$ cat src/rtl/core/mmpp_pkg.sv
// ----------------------------------------------------------------------------
// MMPP policer package
// Word types, register indexes and constants shared by the policer modules.
// ----------------------------------------------------------------------------
package mmpp_pkg;

    // Configuration register indexes
    localparam int unsigned CFG_IDX_W = 3;
    localparam logic [CFG_IDX_W-1:0] REG_RATE_ONE    = 3'd0;
    localparam logic [CFG_IDX_W-1:0] REG_RATE_TWO    = 3'd1;
    localparam logic [CFG_IDX_W-1:0] REG_LEAVE_TWO   = 3'd2;
    localparam logic [CFG_IDX_W-1:0] REG_LEAVE_ONE   = 3'd3;
    localparam logic [CFG_IDX_W-1:0] REG_WINDOW_LEN  = 3'd4;
    localparam logic [CFG_IDX_W-1:0] REG_QUEUE_LIMIT = 3'd5;

    // Source states
    localparam logic [1:0] MODE_ONE = 2'd1;
    localparam logic [1:0] MODE_TWO = 2'd2;

    // Register reset values
    localparam logic [31:0] WINDOW_LEN_RESET  = 32'd1000000000;
    localparam logic [8:0]  QUEUE_LIMIT_RESET = 9'd300;

    // Mixed-radix split of 32-bit counts: high digit counts millions,
    // low digit holds the remainder below one million.
    localparam int unsigned   HI_W         = 13;
    localparam int unsigned   LO_W         = 20;
    localparam logic [LO_W-1:0] SMOOTH_SCALE = 20'd1000000;
    localparam logic [LO_W-1:0] SCALE_LO_TOP = 20'd999999;

    typedef struct packed {
        logic [63:0] arrival_time;
        logic [31:0] random_value;
        logic [15:0] packet_length;
    } in_word_t;

    typedef struct packed {
        logic        drop;
        logic [1:0]  source_state;
        logic [31:0] active_rate;
        logic [31:0] mean_count;
        logic [31:0] window_count;
        logic [8:0]  queue_fill;
        logic [47:0] record_rx_packets;
        logic [55:0] record_rx_bytes;
        logic [47:0] dropped_total;
        logic [47:0] passed_packets;
        logic [55:0] passed_bytes;
    } out_word_t;

    // Control from the policer core into the average tracker
    typedef struct packed {
        logic step;
        logic roll;
    } avg_ctl_t;

    // Status from the average tracker
    typedef struct packed {
        logic [31:0] smooth;
        logic [31:0] smooth_roll;
        logic [31:0] count_inc;
    } avg_view_t;

endpackage

$ cat src/rtl/core/mmpp_avg_track.sv
// ----------------------------------------------------------------------------
// MMPP window average tracker
// Holds the per-window packet count and the smoothed count, each kept both
// in binary and split into millions and remainder, so the rollover update
// (smooth*999999 + count)/1000000 reduces to narrow digit arithmetic.
// ----------------------------------------------------------------------------
module mmpp_avg_track (
    input  logic                aclk,
    input  logic                aresetn,
    input  mmpp_pkg::avg_ctl_t  ctl,
    output mmpp_pkg::avg_view_t view
);
    import mmpp_pkg::*;

    logic [31:0]     cnt_reg, cnt_next;
    logic [HI_W-1:0] cnt_hi_reg, cnt_hi_next;
    logic [LO_W-1:0] cnt_lo_reg, cnt_lo_next;
    logic [31:0]     sm_reg, sm_next;
    logic [HI_W-1:0] sm_hi_reg, sm_hi_next;
    logic [LO_W-1:0] sm_lo_reg, sm_lo_next;

    logic            borrow;
    logic [HI_W:0]   quot;
    logic [LO_W+1:0] lo_sum;
    logic [31:0]     sm_roll;
    logic [HI_W-1:0] sm_hi_roll;
    logic [LO_W-1:0] sm_lo_roll;
    logic            cnt_full;
    logic            lo_wrap;
    logic [31:0]     cnt_inc;
    logic [HI_W-1:0] cnt_hi_inc;
    logic [LO_W-1:0] cnt_lo_inc;

    // Quotient of (count - smooth) / 1e6, floored, from the digits
    always_comb begin
        borrow = (cnt_lo_reg < sm_lo_reg);
        quot   = {1'b0, cnt_hi_reg} - {1'b0, sm_hi_reg} - {{HI_W{1'b0}}, borrow};
        sm_roll = sm_reg + {{(32-HI_W-1){quot[HI_W]}}, quot};
        lo_sum  = {2'b00, sm_lo_reg} + {{(LO_W+1-HI_W){quot[HI_W]}}, quot};
        // Renormalize the remainder digit after adding the quotient
        if (lo_sum[LO_W+1]) begin
            sm_lo_roll = LO_W'(lo_sum + {2'b00, SMOOTH_SCALE});
            sm_hi_roll = sm_hi_reg - {{(HI_W-1){1'b0}}, 1'b1};
        end else if (lo_sum[LO_W:0] >= {1'b0, SMOOTH_SCALE}) begin
            sm_lo_roll = LO_W'(lo_sum - {2'b00, SMOOTH_SCALE});
            sm_hi_roll = sm_hi_reg + {{(HI_W-1){1'b0}}, 1'b1};
        end else begin
            sm_lo_roll = lo_sum[LO_W-1:0];
            sm_hi_roll = sm_hi_reg;
        end
    end

    // Saturating increment of the window count, in both forms
    always_comb begin
        cnt_full = (cnt_reg == '1);
        lo_wrap  = (cnt_lo_reg == SCALE_LO_TOP);
        if (cnt_full) begin
            cnt_inc    = cnt_reg;
            cnt_hi_inc = cnt_hi_reg;
            cnt_lo_inc = cnt_lo_reg;
        end else begin
            cnt_inc    = cnt_reg + 32'd1;
            cnt_hi_inc = lo_wrap ? cnt_hi_reg + {{(HI_W-1){1'b0}}, 1'b1} : cnt_hi_reg;
            cnt_lo_inc = lo_wrap ? '0 : cnt_lo_reg + {{(LO_W-1){1'b0}}, 1'b1};
        end
    end

    // Next state: restart the window on rollover, else count the packet
    always_comb begin
        cnt_next    = cnt_reg;
        cnt_hi_next = cnt_hi_reg;
        cnt_lo_next = cnt_lo_reg;
        sm_next     = sm_reg;
        sm_hi_next  = sm_hi_reg;
        sm_lo_next  = sm_lo_reg;
        if (ctl.step) begin
            if (ctl.roll) begin
                cnt_next    = 32'd1;
                cnt_hi_next = '0;
                cnt_lo_next = {{(LO_W-1){1'b0}}, 1'b1};
                sm_next     = sm_roll;
                sm_hi_next  = sm_hi_roll;
                sm_lo_next  = sm_lo_roll;
            end else begin
                cnt_next    = cnt_inc;
                cnt_hi_next = cnt_hi_inc;
                cnt_lo_next = cnt_lo_inc;
            end
        end
    end

    always_ff @(posedge aclk) begin
        if (!aresetn) begin
            cnt_reg    <= '0;
            cnt_hi_reg <= '0;
            cnt_lo_reg <= '0;
            sm_reg     <= '0;
            sm_hi_reg  <= '0;
            sm_lo_reg  <= '0;
        end else begin
            cnt_reg    <= cnt_next;
            cnt_hi_reg <= cnt_hi_next;
            cnt_lo_reg <= cnt_lo_next;
            sm_reg     <= sm_next;
            sm_hi_reg  <= sm_hi_next;
            sm_lo_reg  <= sm_lo_next;
        end
    end

    assign view.smooth      = sm_reg;
    assign view.smooth_roll = sm_roll;
    assign view.count_inc   = cnt_inc;

endmodule

$ cat src/rtl/core/mmpp_packet_policer.sv
// ----------------------------------------------------------------------------
// MMPP packet policer
// Per packet: window rollover with smoothed-count update, two-state source
// transition, pass/drop verdict against queue fill and rate, statistics.
// ----------------------------------------------------------------------------
// A word accepted on s_ passes the input register and then the result register
// before it appears on m_.
// Throughput: one word per cycle while m_ready is high; the verdict path is a
// single pass: window compare, digit-based average update, rate compare.
// Reset: statistics, window state and fill clear, source returns to state
// one, registers take their defaults; no clearing pass.
module mmpp_packet_policer (
    input  logic                                aclk,
    input  logic                                aresetn,
    input  logic                                s_valid,
    output logic                                s_ready,
    input  mmpp_pkg::in_word_t                  s_data,
    output logic                                m_valid,
    input  logic                                m_ready,
    output mmpp_pkg::out_word_t                 m_data,
    input  logic                                cfg_valid,
    output logic                                cfg_ready,
    input  logic [mmpp_pkg::CFG_IDX_W-1:0]      cfg_index,
    input  logic [31:0]                         cfg_data
);
    import mmpp_pkg::*;

    // Configuration registers
    logic [31:0] rate_one_reg, rate_two_reg, leave_two_reg, leave_one_reg;
    logic [31:0] window_len_reg;
    logic [8:0]  queue_limit_reg;

    // Pipeline registers
    logic      in_valid_reg;
    in_word_t  in_word_reg;
    logic      out_valid_reg;
    out_word_t out_word_reg;
    out_word_t out_word_next;

    // Policer state
    logic [63:0] win_begin_reg, win_begin_next;
    logic [1:0]  mode_reg, mode_next;
    logic [8:0]  fill_reg, fill_next;
    logic [47:0] pass_pkts_reg, pass_pkts_next;
    logic [55:0] pass_bytes_reg, pass_bytes_next;
    logic [47:0] drop_pkts_reg, drop_pkts_next;
    logic [55:0] drop_bytes_reg, drop_bytes_next;

    logic        out_free;
    logic        step;
    logic [63:0] elapsed;
    logic        roll;
    logic [31:0] rate;
    logic [31:0] smooth_eff;
    logic        drop;
    logic [47:0] pass_pkts_inc, drop_pkts_inc;
    logic [56:0] pass_bytes_sum, drop_bytes_sum;
    logic [55:0] pass_bytes_inc, drop_bytes_inc;
    logic [8:0]  fill_inc;

    avg_ctl_t    avg_ctl;
    avg_view_t   avg_view;

    // Handshake: input register advances whenever the result slot frees
    assign out_free  = !out_valid_reg || m_ready;
    assign step      = in_valid_reg && out_free;
    assign s_ready   = !in_valid_reg || out_free;
    assign m_valid   = out_valid_reg;
    assign m_data    = out_word_reg;
    assign cfg_ready = 1'b1;

    always_ff @(posedge aclk) begin
        if (!aresetn) begin
            in_valid_reg  <= 1'b0;
            out_valid_reg <= 1'b0;
        end else begin
            if (s_ready) begin
                in_valid_reg <= s_valid;
            end
            if (out_free) begin
                out_valid_reg <= in_valid_reg;
            end
        end
    end

    always_ff @(posedge aclk) begin
        if (s_valid && s_ready) begin
            in_word_reg <= s_data;
        end
        if (step) begin
            out_word_reg <= out_word_next;
        end
    end

    // Configuration writes
    always_ff @(posedge aclk) begin
        if (!aresetn) begin
            rate_one_reg    <= '0;
            rate_two_reg    <= '0;
            leave_two_reg   <= '0;
            leave_one_reg   <= '0;
            window_len_reg  <= WINDOW_LEN_RESET;
            queue_limit_reg <= QUEUE_LIMIT_RESET;
        end else if (cfg_valid && cfg_ready) begin
            unique case (cfg_index)
                REG_RATE_ONE:    rate_one_reg    <= cfg_data;
                REG_RATE_TWO:    rate_two_reg    <= cfg_data;
                REG_LEAVE_TWO:   leave_two_reg   <= cfg_data;
                REG_LEAVE_ONE:   leave_one_reg   <= cfg_data;
                REG_WINDOW_LEN:  window_len_reg  <= cfg_data;
                REG_QUEUE_LIMIT: queue_limit_reg <= cfg_data[8:0];
                default: ;
            endcase
        end
    end

    // Window and average tracking
    assign avg_ctl.step = step;
    assign avg_ctl.roll = roll;

    mmpp_avg_track u_avg_track (
        .aclk    (aclk),
        .aresetn (aresetn),
        .ctl     (avg_ctl),
        .view    (avg_view)
    );

    // Window rollover, source transition and pass/drop verdict
    always_comb begin
        elapsed = in_word_reg.arrival_time - win_begin_reg;
        roll    = (elapsed >= {32'd0, window_len_reg});
        win_begin_next = roll ? in_word_reg.arrival_time : win_begin_reg;
        smooth_eff     = roll ? avg_view.smooth_roll : avg_view.smooth;

        mode_next = mode_reg;
        if (mode_reg == MODE_ONE && in_word_reg.random_value < leave_one_reg) begin
            mode_next = MODE_TWO;
        end else if (mode_reg == MODE_TWO && in_word_reg.random_value < leave_two_reg) begin
            mode_next = MODE_ONE;
        end
        rate = (mode_next == MODE_ONE) ? rate_one_reg : rate_two_reg;
        drop = (fill_reg > queue_limit_reg) || (rate < smooth_eff);
    end

    // Saturating counter increments
    always_comb begin
        pass_pkts_inc  = (pass_pkts_reg == '1) ? pass_pkts_reg : pass_pkts_reg + 48'd1;
        drop_pkts_inc  = (drop_pkts_reg == '1) ? drop_pkts_reg : drop_pkts_reg + 48'd1;
        pass_bytes_sum = {1'b0, pass_bytes_reg} + {41'd0, in_word_reg.packet_length};
        drop_bytes_sum = {1'b0, drop_bytes_reg} + {41'd0, in_word_reg.packet_length};
        pass_bytes_inc = pass_bytes_sum[56] ? '1 : pass_bytes_sum[55:0];
        drop_bytes_inc = drop_bytes_sum[56] ? '1 : drop_bytes_sum[55:0];
        fill_inc       = (fill_reg == '1) ? fill_reg : fill_reg + 9'd1;
    end

    // Apply the verdict to the statistics
    always_comb begin
        fill_next       = fill_reg;
        pass_pkts_next  = pass_pkts_reg;
        pass_bytes_next = pass_bytes_reg;
        drop_pkts_next  = drop_pkts_reg;
        drop_bytes_next = drop_bytes_reg;
        if (drop) begin
            drop_pkts_next  = drop_pkts_inc;
            drop_bytes_next = drop_bytes_inc;
        end else begin
            fill_next       = fill_inc;
            pass_pkts_next  = pass_pkts_inc;
            pass_bytes_next = pass_bytes_inc;
        end
    end

    // Build the result word
    always_comb begin
        out_word_next.drop              = drop;
        out_word_next.source_state      = mode_next;
        out_word_next.active_rate       = rate;
        out_word_next.mean_count        = smooth_eff;
        out_word_next.window_count      = roll ? 32'd1 : avg_view.count_inc;
        out_word_next.queue_fill        = fill_next;
        out_word_next.record_rx_packets = drop ? drop_pkts_next : pass_pkts_next;
        out_word_next.record_rx_bytes   = drop ? drop_bytes_next : pass_bytes_next;
        out_word_next.dropped_total     = drop_pkts_next;
        out_word_next.passed_packets    = pass_pkts_next;
        out_word_next.passed_bytes      = pass_bytes_next;
    end

    // Commit state when the word moves to the result register
    always_ff @(posedge aclk) begin
        if (!aresetn) begin
            win_begin_reg  <= '0;
            mode_reg       <= MODE_ONE;
            fill_reg       <= '0;
            pass_pkts_reg  <= '0;
            pass_bytes_reg <= '0;
            drop_pkts_reg  <= '0;
            drop_bytes_reg <= '0;
        end else if (step) begin
            win_begin_reg  <= win_begin_next;
            mode_reg       <= mode_next;
            fill_reg       <= fill_next;
            pass_pkts_reg  <= pass_pkts_next;
            pass_bytes_reg <= pass_bytes_next;
            drop_pkts_reg  <= drop_pkts_next;
            drop_bytes_reg <= drop_bytes_next;
        end
    end

endmodule
$ cat config.mk
export PLATFORM = sky130hd
export DESIGN_NAME = mmpp_packet_policer
export DESIGN_NICKNAME = d
export VERILOG_FILES = /design/src/rtl/core/mmpp_pkg.sv /design/src/rtl/core/mmpp_avg_track.sv /design/src/rtl/core/mmpp_packet_policer.sv
export SDC_FILE = /design/constraint.sdc
export NUM_CORES = 2
export LEC_CHECK = 0
export BUFFER_PORTS_ARGS = -buffer_cell sky130_fd_sc_hd__buf_2
export CAP_MARGIN = 20
export CORE_UTILIZATION = 61
export CTS_CLUSTER_SIZE = 8
export DETAILED_ROUTE_END_ITERATION = 6
export PLACE_DENSITY_LB_ADDON = 0.1
export SLEW_MARGIN = 20
export SYNTH_ARGS = -nofsm -noshare
export SYNTH_HDL_FRONTEND = slang
export SYNTH_SLANG_ARGS = --single-unit
$ cat constraint.sdc
create_clock -name aclk -period 17.8 [get_ports aclk]
set_input_delay 2.67 -clock aclk [delete_from_list [all_inputs] [get_ports aclk]]
set_output_delay 2.67 -clock aclk [all_outputs]
set_load 0.1 [all_outputs]
==> out/results.ini <==
[drt]
drtIter0Drc = 5706
antenna_left = 0
viasPerCell = 6.20
wl_per_cell_um = 21.1
routed_wl_um = 178000
dr_total_vias = 52200
drc = 144
first_pass_iters = 7

[logic_synthesis]
syn_area_per_cell_um2 = 8.90
synthCells = 6706
syn_area_um2 = 59700
yosys_most_used_dff = dfxtp_1
syn-num-nets = 7211
ys_warn_count = 0
synth-seq-cells = 1060
ys_async_sr_fraction = 0
synth-seq-area-share = 0.435
synth_cell_type_count = 95
synth_edf_count = 476

[sta]
fin_crit_sh = 0.714
rsz0062_at_grt = no
relSlewSlack = 0.237
finalHoldViolCount = 0
finClkSkew_ns = 0.0259
fin_crit_ns = 12.71
maxSlewViolCount = 0
tns_ns = 0
fin_ws_ns = 5.09
worstMarginPinSlew_ns = 1.14
setup_viol = 0
fmax_ghz = 0.0787
hold_ws_ns = 0.450

[run]
drv_cap = 0

[floorplan]
initial_core_util = 0.617
row_count = 114
die_w_um = 315
die_y_um = 315
coreArea_um2 = 96900
die-area_um2 = 99100
io_pins = 519

[global_route]
grt_use_met3 = 0.0622
grt_pass1_wl_um = 271000
globalRoute.totalOverflow = 0
busiest_layer = met2
grt_util_met1 = 0.459
grt_pass1_vias = 48100
groute.usage.overall = 0.347
grt_max_degree = 116
grtUsageMet2 = 0.551
antenna_found_initial = 16

[setup_path]
crit_start = u_avg_track.sm_lo_reg[1]$_SDFFE_PN0P_
critPathMaxFanout = 101
critPathRequiredTime_ns = 18.38
cp_slowest_stage_delay_ns = 0.78
startpoint_type = register
crit_path_frequent_cell = a21oi_1
endpoint_kind = register
path_class = reg2reg
crit_arrival_ns = 13.29
cp_slowest_cell = inv_6
r2r_slack_ns = 5.09
rr_startpoint = u_avg_track.sm_lo_reg[1]$_SDFFE_PN0P_

[finish]
final_nets = 7515
final_common_cell = nand2_1
nFillCells = 7755
final_cell_mix = nand2_1 (928), a21oi_1 (712), dfxtp_1 (584)
drive_above_1_share = 0.123
syn2layout_area_growth_pct = 12.8
largest_reg_flops = 364
fin_area_um2 = 67300

[clocking]
cts_tree = built
clockRootBuffer = clkbuf_16
cts_sinks = 1060
clockBufferDepth = 3
cts_setup_buffers = 0
hold_buffers = 0
clkLatencyLatePin_ns = 0.75
path_clk_slew_ns = 0.05
h-tree-depth = 4
cts_resized = 0
cts_made_buffers = 151

[hold_path]
holdCritPathClass = reg2reg
hp-start = leave_two_reg[31]$_SDFFE_PN0P_

[status]
violations = design-rule violations
status = complete, but fails checks

[placement]
gp_congestion = 0.996
dp_slack_ns = 5.09
port_buffers = 517
dp_hpwl_um = 125000
place_area_um2 = 62800

[pwr]
leakage_nw = 25.9
vdd_drop_max_v = 0.000360
power.density_nw_per_um2 = 197

==> kinds of logic (layout without fill, tap and decap cells) <==
group | count (synthesis) | count (layout) | synth area share
AO/OA/AOI/OAI | 1580 | 1580 | 0.164
adder cells (fa/ha/maj) | 353 | 353 | 0.0750
other | 1 | 10 | 0.0000628
buffers and inverters | 772 | 1194 | 0.0499
multiplexers | 110 | 110 | 0.0194
flip-flops | 1060 | 1060 | 0.435
AND/OR/NAND/NOR | 2383 | 2383 | 0.191
XOR/XNOR | 447 | 447 | 0.0656
==> area by class of cell <==
cell class | instances | area [um2] | area share
Antenna cell | 9 | 22.5 | 0.000334
Clock buffer | 263 | 4370 | 0.0649
Clock inverter | 8 | 121 | 0.00180
Inverter | 353 | 1350 | 0.0200
Multi-Input combinational cell | 4874 | 30900 | 0.459
Sequential cell | 1060 | 26000 | 0.386
Tap cell | 1276 | 1600 | 0.0237
Timing Repair Buffer | 570 | 2990 | 0.0444
==> metal layers <==
layer | routed length [um] | share of wire
met1 | 73000 | 0.41
met2 | 81400 | 0.46
met3 | 15100 | 0.085
met4 | 8330 | 0.047
met5 | 0 | 0
==> path summary, 6_finish.rpt <==
check | endpoint | cells after the start
worst max-delay path | m_data[22]$_DFFE_PP_ | 60
worst min-delay path | leave_two_reg[31]$_SDFFE_PN0P_ | 2
worst max register to register | m_data[22]$_DFFE_PP_ | 60
worst min register to register | leave_two_reg[31]$_SDFFE_PN0P_ | 2
==> power breakdown <==
part	internal [mW]	switching, mW	leakage (nW)
clock network	1.67	1.07	2.14
registers	2.90	0.138	9.15
logic	2.66	4.81	14.6
total	7.22	6.02	25.9
==> cells in the mapped netlist, drive strengths merged (14+ instances only) <==
cell / number / share of area
and3: 125 / 0.013
a31oi: 119 / 0.012
a21o: 89 / 0.011
xnor2: 245 / 0.036
o31ai: 90 / 0.011
buf: 77 / 0.0061
nand2: 929 / 0.058
dfxtp: 584 / 0.20
nor3: 226 / 0.019
a211oi: 54 / 0.0070
mux2i: 69 / 0.012
nor2b: 26 / 0.0027
a22oi: 38 / 0.0048
a21oi: 719 / 0.060
or3: 39 / 0.0041
or4: 77 / 0.0097
mux2: 41 / 0.0078
o21bai: 35 / 0.0044
or2: 45 / 0.0047
inv: 353 / 0.022
a311oi: 44 / 0.0065
and2: 38 / 0.0040
and4: 34 / 0.0050
nor4: 47 / 0.0053
o21a: 39 / 0.0049
ha: 345 / 0.072
a211o: 14 / 0.0021
clkbuf: 342 / 0.022
xor2: 202 / 0.030
o211ai: 41 / 0.0052
nand4: 116 / 0.012
nand3: 184 / 0.016
nor2: 401 / 0.025
nand2b: 57 / 0.0060
edfxtp: 476 / 0.24
o21ai: 165 / 0.014
==> metrics by stage <==
step | util | total power, mW | cells
2_1_floorplan | - | 8.74 | 6706
3_3_place_gp | 0.649 | 10.2 | 8133
3_5_place_dp | 0.649 | 10.4 | 8133
4_1_cts | 0.695 | 13.2 | 8404
5_1_grt | 0.695 | 14.1 | 8411
6_report | 0.695 | 13.2 | 8413
==> critical path, delay by kind of cell (launching register included) <==
family | cells | cell delay, ns
AOI/OAI and AO/OA | 35 | 6.25
adders and majority gates | 6 | 2.01
buffers and inverters | 5 | 1.79
and+or+nand+nor | 11 | 1.39
xor gates and xnor gates | 2 | 0.46
DFF | 1 | 0.39
muxes | 1 | 0.12
No activity file was read; power rests on OpenSTA's default activity.
